File: config.mk
export PLATFORM = sky130hd
export DESIGN_NAME = task_heartbeat_watchdog_supervisor_core
export DESIGN_NICKNAME = d
export VERILOG_FILES = /design/src/sv/thwd_pkg.sv /design/src/sv/task_heartbeat_watchdog_supervisor_core.sv /design/src/sv/thwd_engine.sv
export SDC_FILE = /design/constraint.sdc
export NUM_CORES = 1
export LEC_CHECK = 0
export ABC_AREA = 1
export BUFFER_PORTS_ARGS = -buffer_cell sky130_fd_sc_hd__buf_2
export CORE_AREA = 2 2 146 148
export DETAILED_ROUTE_END_ITERATION = 7
export DIE_AREA = 0 0 148 150
export SYNTH_ARGS = -nofsm -noshare
export SYNTH_HDL_FRONTEND = slang
export SYNTH_SLANG_ARGS = --single-unit
File: constraint.sdc
create_clock -name clk -period 2.7 [get_ports clk]
set_clock_uncertainty 0.1 [all_clocks]
set_input_delay 0 -clock clk [delete_from_list [all_inputs] [get_ports clk]]
set_output_delay 0 -clock clk [all_outputs]
set_load 0.005 [all_outputs]
File: src/sv/thwd_pkg.sv
// ----------------------------------------------------------------------------
// thwd_pkg - shared types and constants of the heartbeat watchdog supervisor
// Item and result layouts, operation and stop-reason codes, register indexes
// and the highest-missing-task search.
// ----------------------------------------------------------------------------
package thwd_pkg;

  // Operation codes carried with each input word
  typedef enum logic [1:0] {
    OP_HEARTBEAT = 2'd0,
    OP_CHECK     = 2'd1,
    OP_TICK      = 2'd2
  } op_t;

  // Reason latched by the first stop
  typedef enum logic [1:0] {
    REASON_NONE      = 2'd0,
    REASON_STALL     = 2'd1,
    REASON_HEARTBEAT = 2'd2
  } reason_t;

  // Configuration register indexes
  typedef enum logic [0:0] {
    CFG_PERIOD_RELOAD  = 1'b0,
    CFG_MONITORED_MASK = 1'b1
  } cfg_reg_t;

  localparam int unsigned FLAG_W  = 16;
  localparam int unsigned TASK_W  = 4;
  localparam int unsigned MISS_W  = 5;
  localparam int unsigned STALL_W = 5;
  localparam int unsigned STOP_W  = 3;

  localparam logic [STALL_W-1:0] STALL_LIMIT  = 5'd30;
  localparam logic [STOP_W-1:0]  HALT_COUNT   = 3'd6;
  localparam logic [MISS_W-1:0]  NO_TASK      = 5'd16;
  localparam logic [FLAG_W-1:0]  PERIOD_RESET = 16'd120;
  localparam logic [FLAG_W-1:0]  MASK_RESET   = 16'hFFFF;

  // One accepted input word
  typedef struct packed {
    op_t              op;
    logic [TASK_W-1:0] task_id;
    logic             log_pending;
  } item_t;

  // One result word
  typedef struct packed {
    logic              feed;
    logic              halted;
    logic [MISS_W-1:0] missing_task;
    reason_t           stop_reason;
    logic [FLAG_W-1:0] fault_snapshot;
    logic              log_request;
  } result_t;

  // Highest set bit of v, or NO_TASK when none is set
  function automatic logic [MISS_W-1:0] highest_set(input logic [FLAG_W-1:0] v);
    logic [MISS_W-1:0] r;
    r = NO_TASK;
    for (int i = 0; i < FLAG_W; i++) begin
      if (v[i]) begin
        r = MISS_W'(i);
      end
    end
    return r;
  endfunction

endpackage

File: src/sv/task_heartbeat_watchdog_supervisor_core.sv
// ----------------------------------------------------------------------------
// task_heartbeat_watchdog_supervisor_core - multi-task heartbeat supervisor
// Input stream of heartbeat, tick and check words; one result word each.
// ----------------------------------------------------------------------------
// Usage:
//   s_* carries one word per event: s_tuser is the operation (heartbeat,
//   check, tick), s_tdata the reporting task and the log-pending flag.
//   m_* returns exactly one result word per input word, in order: feed,
//   halted, highest missing task, stop reason, fault snapshot, log request.
//   cfg_we/cfg_index/cfg_wdata write the period reload and monitored mask;
//   write them only while no word is in flight.
// Timing:
//   A word sits in the input register while the state update and result
//   are formed, then moves into the output register once that register
//   is free or draining; while it is not, the word waits in the input
//   register. One word per cycle is sustained while m_tready stays high.
// Reset and stall:
//   rst clears both registers' valid flags and restores the supervision
//   state and configuration to their reset values. While m_tready is low
//   the output word holds and the input register still fills, so one more
//   word is taken before s_tready drops.
// ----------------------------------------------------------------------------
module task_heartbeat_watchdog_supervisor_core #(
  parameter int NUM_TASKS = 16
) (
  input  logic        clk,
  input  logic        rst,
  // configuration write port
  input  logic        cfg_we,
  input  logic [0:0]  cfg_index,
  input  logic [15:0] cfg_wdata,
  // input stream
  input  logic        s_tvalid,
  output logic        s_tready,
  input  logic [7:0]  s_tdata,   // [3:0] task_id, [4] log_pending, [7:5] zero
  input  logic [1:0]  s_tuser,   // [1:0] op
  // result stream
  output logic        m_tvalid,
  input  logic        m_tready,
  output logic [31:0] m_tdata    // [0] feed, [1] halted, [6:2] missing_task,
                                 // [8:7] stop_reason, [24:9] fault_snapshot,
                                 // [25] log_request, [31:26] zero
);

  logic              in_valid;
  thwd_pkg::item_t   in_item;
  logic              advance;
  thwd_pkg::result_t res;
  thwd_pkg::result_t out_res;

  // Move the held word on when the output register is free or draining
  assign advance  = in_valid && (!m_tvalid || m_tready);
  assign s_tready = !in_valid || advance;

  // Input register
  always_ff @(posedge clk) begin
    if (rst) begin
      in_valid <= 1'b0;
    end else if (s_tready) begin
      in_valid <= s_tvalid;
    end
  end

  always_ff @(posedge clk) begin
    if (s_tready && s_tvalid) begin
      in_item.op          <= thwd_pkg::op_t'(s_tuser);
      in_item.task_id     <= s_tdata[3:0];
      in_item.log_pending <= s_tdata[4];
    end
  end

  thwd_engine #(
    .NUM_TASKS (NUM_TASKS)
  ) u_engine (
    .clk       (clk),
    .rst       (rst),
    .cfg_we    (cfg_we),
    .cfg_index (cfg_index),
    .cfg_wdata (cfg_wdata),
    .step      (advance),
    .item      (in_item),
    .result    (res)
  );

  // Output register
  always_ff @(posedge clk) begin
    if (rst) begin
      m_tvalid <= 1'b0;
    end else if (advance) begin
      m_tvalid <= 1'b1;
    end else if (m_tready) begin
      m_tvalid <= 1'b0;
    end
  end

  always_ff @(posedge clk) begin
    if (advance) begin
      out_res <= res;
    end
  end

  // Pack the result word
  assign m_tdata = {6'b0, out_res.log_request, out_res.fault_snapshot,
                    out_res.stop_reason, out_res.missing_task, out_res.halted,
                    out_res.feed};

endmodule

File: src/sv/thwd_engine.sv
// ----------------------------------------------------------------------------
// thwd_engine - supervision state and single-pass update
// Holds the flags, period counter, stall and stop counters and fault record,
// works out one item's result combinationally and updates the state on step.
// ----------------------------------------------------------------------------
module thwd_engine #(
  parameter int NUM_TASKS = 16
) (
  input  logic                           clk,
  input  logic                           rst,
  input  logic                           cfg_we,
  input  logic [0:0]                     cfg_index,
  input  logic [thwd_pkg::FLAG_W-1:0]    cfg_wdata,
  input  logic                           step,
  input  thwd_pkg::item_t                item,
  output thwd_pkg::result_t              result
);

  localparam int LIMIT = (NUM_TASKS < 16) ? NUM_TASKS : 16;
  localparam logic [thwd_pkg::FLAG_W-1:0] TASK_MASK =
    thwd_pkg::FLAG_W'((33'h1 << LIMIT) - 33'h1);

  logic [thwd_pkg::FLAG_W-1:0]  period_reload;
  logic [thwd_pkg::FLAG_W-1:0]  monitored_mask;
  logic [thwd_pkg::FLAG_W-1:0]  seen_flags, seen_flags_next;
  logic [thwd_pkg::FLAG_W-1:0]  missing_bits, missing_bits_next;
  logic [thwd_pkg::FLAG_W-1:0]  period_left, period_left_next;
  logic [thwd_pkg::STALL_W-1:0] stall_count, stall_count_next;
  logic [thwd_pkg::STOP_W-1:0]  stop_count, stop_count_next;
  thwd_pkg::reason_t            reason_reg, reason_reg_next;
  logic [thwd_pkg::FLAG_W-1:0]  snapshot_reg, snapshot_reg_next;

  logic [thwd_pkg::STOP_W-1:0]  stop_step;
  logic [thwd_pkg::FLAG_W-1:0]  missing_upd;
  logic                         stall_hit;
  logic                         hb_hit;
  logic                         first_stall;
  logic                         first_hb;
  logic                         feed;
  logic [thwd_pkg::MISS_W-1:0]  missing_task;

  // Work out next state and the result for the presented item
  always_comb begin
    seen_flags_next   = seen_flags;
    missing_bits_next = missing_bits;
    period_left_next  = period_left;
    stall_count_next  = stall_count;
    stop_count_next   = stop_count;
    reason_reg_next   = reason_reg;
    snapshot_reg_next = snapshot_reg;
    stop_step         = stop_count;
    missing_upd       = missing_bits & ~seen_flags;
    stall_hit         = 1'b0;
    hb_hit            = 1'b0;
    first_stall       = 1'b0;
    first_hb          = 1'b0;
    feed              = 1'b0;
    missing_task      = thwd_pkg::NO_TASK;

    unique case (item.op)
      thwd_pkg::OP_HEARTBEAT: begin
        if (TASK_MASK[item.task_id]) begin
          seen_flags_next[item.task_id] = 1'b1;
        end
      end
      thwd_pkg::OP_TICK: begin
        if (period_left != '0) begin
          period_left_next = period_left - 1'b1;
        end
      end
      thwd_pkg::OP_CHECK: begin
        // advance a started stop count below the halt value while no log write is outstanding
        if (stop_count != '0 && stop_count < thwd_pkg::HALT_COUNT && !item.log_pending) begin
          stop_step = stop_count + 1'b1;
        end
        stop_count_next = stop_step;
        if (stop_step < thwd_pkg::HALT_COUNT) begin
          // tick-stall test
          if (period_left == period_reload) begin
            if (stall_count >= thwd_pkg::STALL_LIMIT) begin
              stall_hit        = 1'b1;
              stall_count_next = '0;
            end else begin
              stall_count_next = stall_count + 1'b1;
            end
          end else begin
            stall_count_next = '0;
          end
          if (stall_hit && reason_reg == thwd_pkg::REASON_NONE) begin
            first_stall       = 1'b1;
            reason_reg_next   = thwd_pkg::REASON_STALL;
            snapshot_reg_next = missing_bits;
          end

          // clear the seen tasks and report the highest one not seen
          seen_flags_next   = '0;
          missing_bits_next = missing_upd;
          missing_task      = thwd_pkg::highest_set(~seen_flags & TASK_MASK);
          feed              = 1'b1;

          // period expiry
          if (period_left == '0) begin
            hb_hit = (monitored_mask & missing_upd) != '0;
            if (hb_hit && reason_reg_next == thwd_pkg::REASON_NONE) begin
              first_hb          = 1'b1;
              reason_reg_next   = thwd_pkg::REASON_HEARTBEAT;
              snapshot_reg_next = missing_upd;
            end
            period_left_next  = period_reload;
            missing_bits_next = monitored_mask;
          end
          if (stall_hit || hb_hit) begin
            stop_count_next = thwd_pkg::STOP_W'(1);
          end
        end
      end
      default: begin
      end
    endcase

    result.feed           = feed;
    result.halted         = stop_count_next >= thwd_pkg::HALT_COUNT;
    result.missing_task   = missing_task;
    result.stop_reason    = reason_reg_next;
    result.fault_snapshot = snapshot_reg_next;
    result.log_request    = first_stall || first_hb;
  end

  // Configuration registers
  always_ff @(posedge clk) begin
    if (rst) begin
      period_reload  <= thwd_pkg::PERIOD_RESET;
      monitored_mask <= thwd_pkg::MASK_RESET;
    end else if (cfg_we) begin
      unique case (cfg_index)
        thwd_pkg::CFG_PERIOD_RELOAD:  period_reload  <= cfg_wdata;
        thwd_pkg::CFG_MONITORED_MASK: monitored_mask <= cfg_wdata;
        default: begin
        end
      endcase
    end
  end

  // Supervision state, updated once per item
  always_ff @(posedge clk) begin
    if (rst) begin
      seen_flags   <= '0;
      missing_bits <= thwd_pkg::MASK_RESET;
      period_left  <= thwd_pkg::PERIOD_RESET;
      stall_count  <= '0;
      stop_count   <= '0;
      reason_reg   <= thwd_pkg::REASON_NONE;
      snapshot_reg <= '0;
    end else if (step) begin
      seen_flags   <= seen_flags_next;
      missing_bits <= missing_bits_next;
      period_left  <= period_left_next;
      stall_count  <= stall_count_next;
      stop_count   <= stop_count_next;
      reason_reg   <= reason_reg_next;
      snapshot_reg <= snapshot_reg_next;
    end
  end

  // Stall counter is cleared to zero at the limit and never passes it
  a_stall_bound: assert property (@(posedge clk) disable iff (rst)
    stall_count <= thwd_pkg::STALL_LIMIT)
    else $error("stall count beyond limit");

  // Stop count never passes the halt value
  a_stop_bound: assert property (@(posedge clk) disable iff (rst)
    stop_count <= thwd_pkg::HALT_COUNT)
    else $error("stop count beyond halt value");

  // The first stop's reason is never overwritten
  a_reason_sticky: assert property (@(posedge clk) disable iff (rst)
    reason_reg != thwd_pkg::REASON_NONE |=> reason_reg == $past(reason_reg))
    else $error("latched stop reason changed");

  // A log request always comes with a recorded reason
  a_logreq_reason: assert property (@(posedge clk) disable iff (rst)
    result.log_request |-> result.stop_reason != thwd_pkg::REASON_NONE)
    else $error("log request without stop reason");

  // Once halted, the watchdog is not fed
  a_halt_no_feed: assert property (@(posedge clk) disable iff (rst)
    result.halted |-> !result.feed)
    else $error("feed while halted");

endmodule
==> results.py <==
metrics = {
    "cells_and_area": {
        "n_fill_cell": 2156,
        "area_growth_pct": 20.3,
        "layout-drive-gt1-share_pct": 15.4,
        "largest_reg_flops": 26,
        "n_antenna_cell": 0,
        "fin_nets": 1083,
    },
    "synth": {
        "yosysUniqueCellTypes": 42,
        "ys_seq_area_share_pct": 44.4,
        "yosys_warnings": 0,
        "postSynthAreaPerCell_um2": 7.43,
        "synth_cells": 956,
        "synth-seq-cells": 141,
        "synth_area_um2": 7100,
    },
    "worst_setup_path": {
        "crit_fanout": 9,
        "crit_arrival_ns": 2.79,
        "startpoint": "cfg_index",
        "cp_slowest_cell": "dlygate4sd3_1",
        "path_cells": "dlygate4sd3_1 > buf_2 > nor2_1 > dlygate4sd3_1 > buf_4 > nand2_1 > dlygate4sd3_1 > o211ai_1 > dlygate4sd3_1",
        "crit_type": "in -> reg",
        "cpMostUsedCell": "dlygate4sd3_1",
        "start_kind": "input pin",
        "reg2reg_slack_ns": 0.30,
        "endpoint_kind": "flop",
        "r2r-end": "m_tdata[24]$_DFFE_PP_",
        "cp.required_ns": 2.97,
        "critPathMaxStageDelay_ns": 0.56,
        "reg2reg_depth": 12,
        "r2r_start": "u_engine.stop_count[1]$_SDFFE_PP0P_",
    },
    "placement": {
        "routabilityCongestion": 0.861,
        "io_buffers": 56,
        "hpwl_mm": 12.4,
    },
    "timing": {
        "post-route-min-period_ns": 2.52,
        "setup_viol": 0,
        "hold_viol_final": 0,
        "period_share_pct": 93.4,
        "max_slew_margin_pct": 56.2,
        "rsz0062_at_grt": "false",
        "tightestPinTransition_ns": 0.656,
        "max_freq_ghz": 0.397,
        "setup-tns-final_ns": 0,
        "slew_viol_final": 0,
    },
    "run_status": {
        "status": "complete, no violations",
    },
    "clocking": {
        "cts_root_buf": "clkbuf_16",
        "clockBufferDepth": 2,
        "cts_tree": "built",
        "h-tree-depth": 4,
        "path_clk_slew_ns": 0.06,
        "numCtsBuffers": 17,
        "clock-sinks": 141,
        "ctsResizeCount": 0,
        "clock_latency_ns": 0.43,
    },
    "die": {
        "die_w_um": 148,
        "dieArea_um2": 22200,
        "die_y_um": 150,
        "fp-row-count": 53,
        "io_pins": 66,
        "initial_utilization_pct": 34.3,
        "coreArea_um2": 20700,
    },
    "grt": {
        "grt_usage_pct": 16.3,
        "antenna_found_initial": 0,
        "grt_max_degree": 44,
        "grt_pass1_vias": 5928,
        "grt_pass1_wl_mm": 28.8,
        "gr-total-overflow": 0,
    },
    "routing": {
        "wl_per_cell_um": 13.0,
        "wl_mm": 17.4,
        "antenna_left": 0,
        "drtIter0Drc": 426,
        "first_pass_iters": 5,
        "vias_per_cell": 4.72,
        "drc": 0,
        "vias": 6293,
    },
    "power": {
        "p_total_mw": 5.03,
        "power_density_nw_per_um2": 588,
        "leakagePower_nw": 3.76,
        "irDropWorstVdd_uv": 327,
    },
    "min_path": {
        "hold_path_end": "u_engine.monitored_mask[7]$_SDFFE_PP1P_",
        "hp-class": "in -> reg",
        "hp-start": "cfg_we",
        "whs_path_depth": 5,
    },
    "flow_run": {
        "maxCapViolCount": 0,
    },
}
[worst max path at each step]
| stage | slack, ns | cells past startpoint | to |
|---|---|---|---|
| after floorplan | 0.43 | 8 | u_engine.period_left[4]$_SDFFE_PP1P_ |
| after global placement | 0.37 | 12 | m_tdata[24]$_DFFE_PP_ |
| after detailed placement | 0.33 | 12 | m_tdata[19]$_DFFE_PP_ |
| after CTS | 0.31 | 9 | u_engine.period_reload[4]$_SDFFE_PP1P_ |
| after global routing | 0.05 | 12 | m_tdata[9]$_DFFE_PP_ |
| final | 0.18 | 9 | u_engine.period_reload[4]$_SDFFE_PP1P_ |
[Yosys cell counts, drive strengths merged]
cell type	n	share of area (%)
o41ai	1	0.12
nor2	100	5.9
nand2	266	14
o22ai	2	0.18
nor4	2	0.18
o211ai	26	3.8
nor3	27	2.1
edfxtp	33	14
o21ai	62	4.4
a211oi	15	1.8
nor3b	3	0.32
nand3	58	4.4
o22a	1	0.12
ha	5	0.88
dfxtp	108	30
nand4	6	0.83
a21oi	71	5.0
and2	1	0.088
clkinv	3	0.16
conb	1	0.053
clkbuf	12	0.63
inv	113	6.0
buf	29	3.1
xor2	8	0.99
a31oi	3	0.26
[through the flow]
step | cell area [um^2] | hold slack, ns | util, % | cells | setup WS (ns)
2_1_floorplan | 7120 | -0.00113 | - | 961 | 0.428
6_report | 8550 | 0.0388 | 41.3 | 1334 | 0.179
3_5_place_dp | 7640 | 0.0788 | 36.9 | 1269 | 0.334
4_1_cts | 8550 | 0.0349 | 41.3 | 1334 | 0.314
5_1_grt | 8550 | 0.0828 | 41.3 | 1334 | 0.0538
3_3_place_gp | 7640 | 0.0877 | 36.9 | 1269 | 0.368
[per-layer routing]
| metal | global-route usage, % | share of wire [%] | wire (um) |
|---|---|---|---|
| met1 | 20.8 | 48 | 8300 |
| met2 | 27.2 | 47 | 8150 |
| met3 | 2.59 | 2.9 | 511 |
| met5 | 0 | 0 | 0 |
| met4 | 7.48 | 2.3 | 393 |
[logic make-up (layout without fill, tap and decap cells)]
logic type | after synthesis | in the layout | share of synthesized area (%)
AO/OA/AOI/OAI | 181 | 181 | 15.7
adder cells (fa/ha/maj) | 5 | 5 | 0.881
AND/OR/NAND/NOR | 463 | 463 | 28.2
buffers and inverters | 157 | 255 | 9.88
other | 1 | 6 | 0.0528
XOR/XNOR | 8 | 8 | 0.986
flip-flops | 141 | 141 | 44.4
[report_power, final]
part | internal, mW | total, mW | switching (mW) | leakage, nW
Sequential | 2.23 | 2.28 | 0.0490 | 1.20
Clock | 1.43 | 2.34 | 0.906 | 0.284
Combinational | 0.157 | 0.410 | 0.253 | 2.28
[cell usage in the layout (no fill, tap or decap), types with 15 or more instances in the layout]
cell / instances
o21ai_0: 36
clkbuf_16: 17
nand3_1: 54
nand2_1: 261
nor2_1: 94
o21ai_1: 26
buf_2: 56
buf_4: 17
a21oi_1: 71
o211ai_2: 15
dfxtp_1: 108
inv_2: 21
inv_1: 91
nor3_1: 24
edfxtp_1: 33
dlygate4sd3_1: 33
[worst max-delay path, delay by kind of cell]
kind                   cells  cell delay (ns)
buffers and inverters      6             2.52
AOI/OAI and AO/OA          1             0.08
and+or+nand+nor            2             0.18
[repair_timing]
item	4_1_cts	5_1_grt
hold endpoints to repair	52	0
hold buffers	33	0
buffers inserted	0	0
[layout make-up]
| cell class | instances | area (um^2) | share of cell area [%] |
|---|---|---|---|
| sequential | 141 | 3150 | 36.9 |
| tap | 275 | 344 | 4.03 |
| timing repair buffer | 107 | 758 | 8.87 |
| inverter | 116 | 438 | 5.12 |
| clock buffer | 18 | 429 | 5.02 |
| clock inverter | 14 | 151 | 1.77 |
| multi-input combinational | 663 | 3270 | 38.3 |
(Power assumes the default switching activity.)
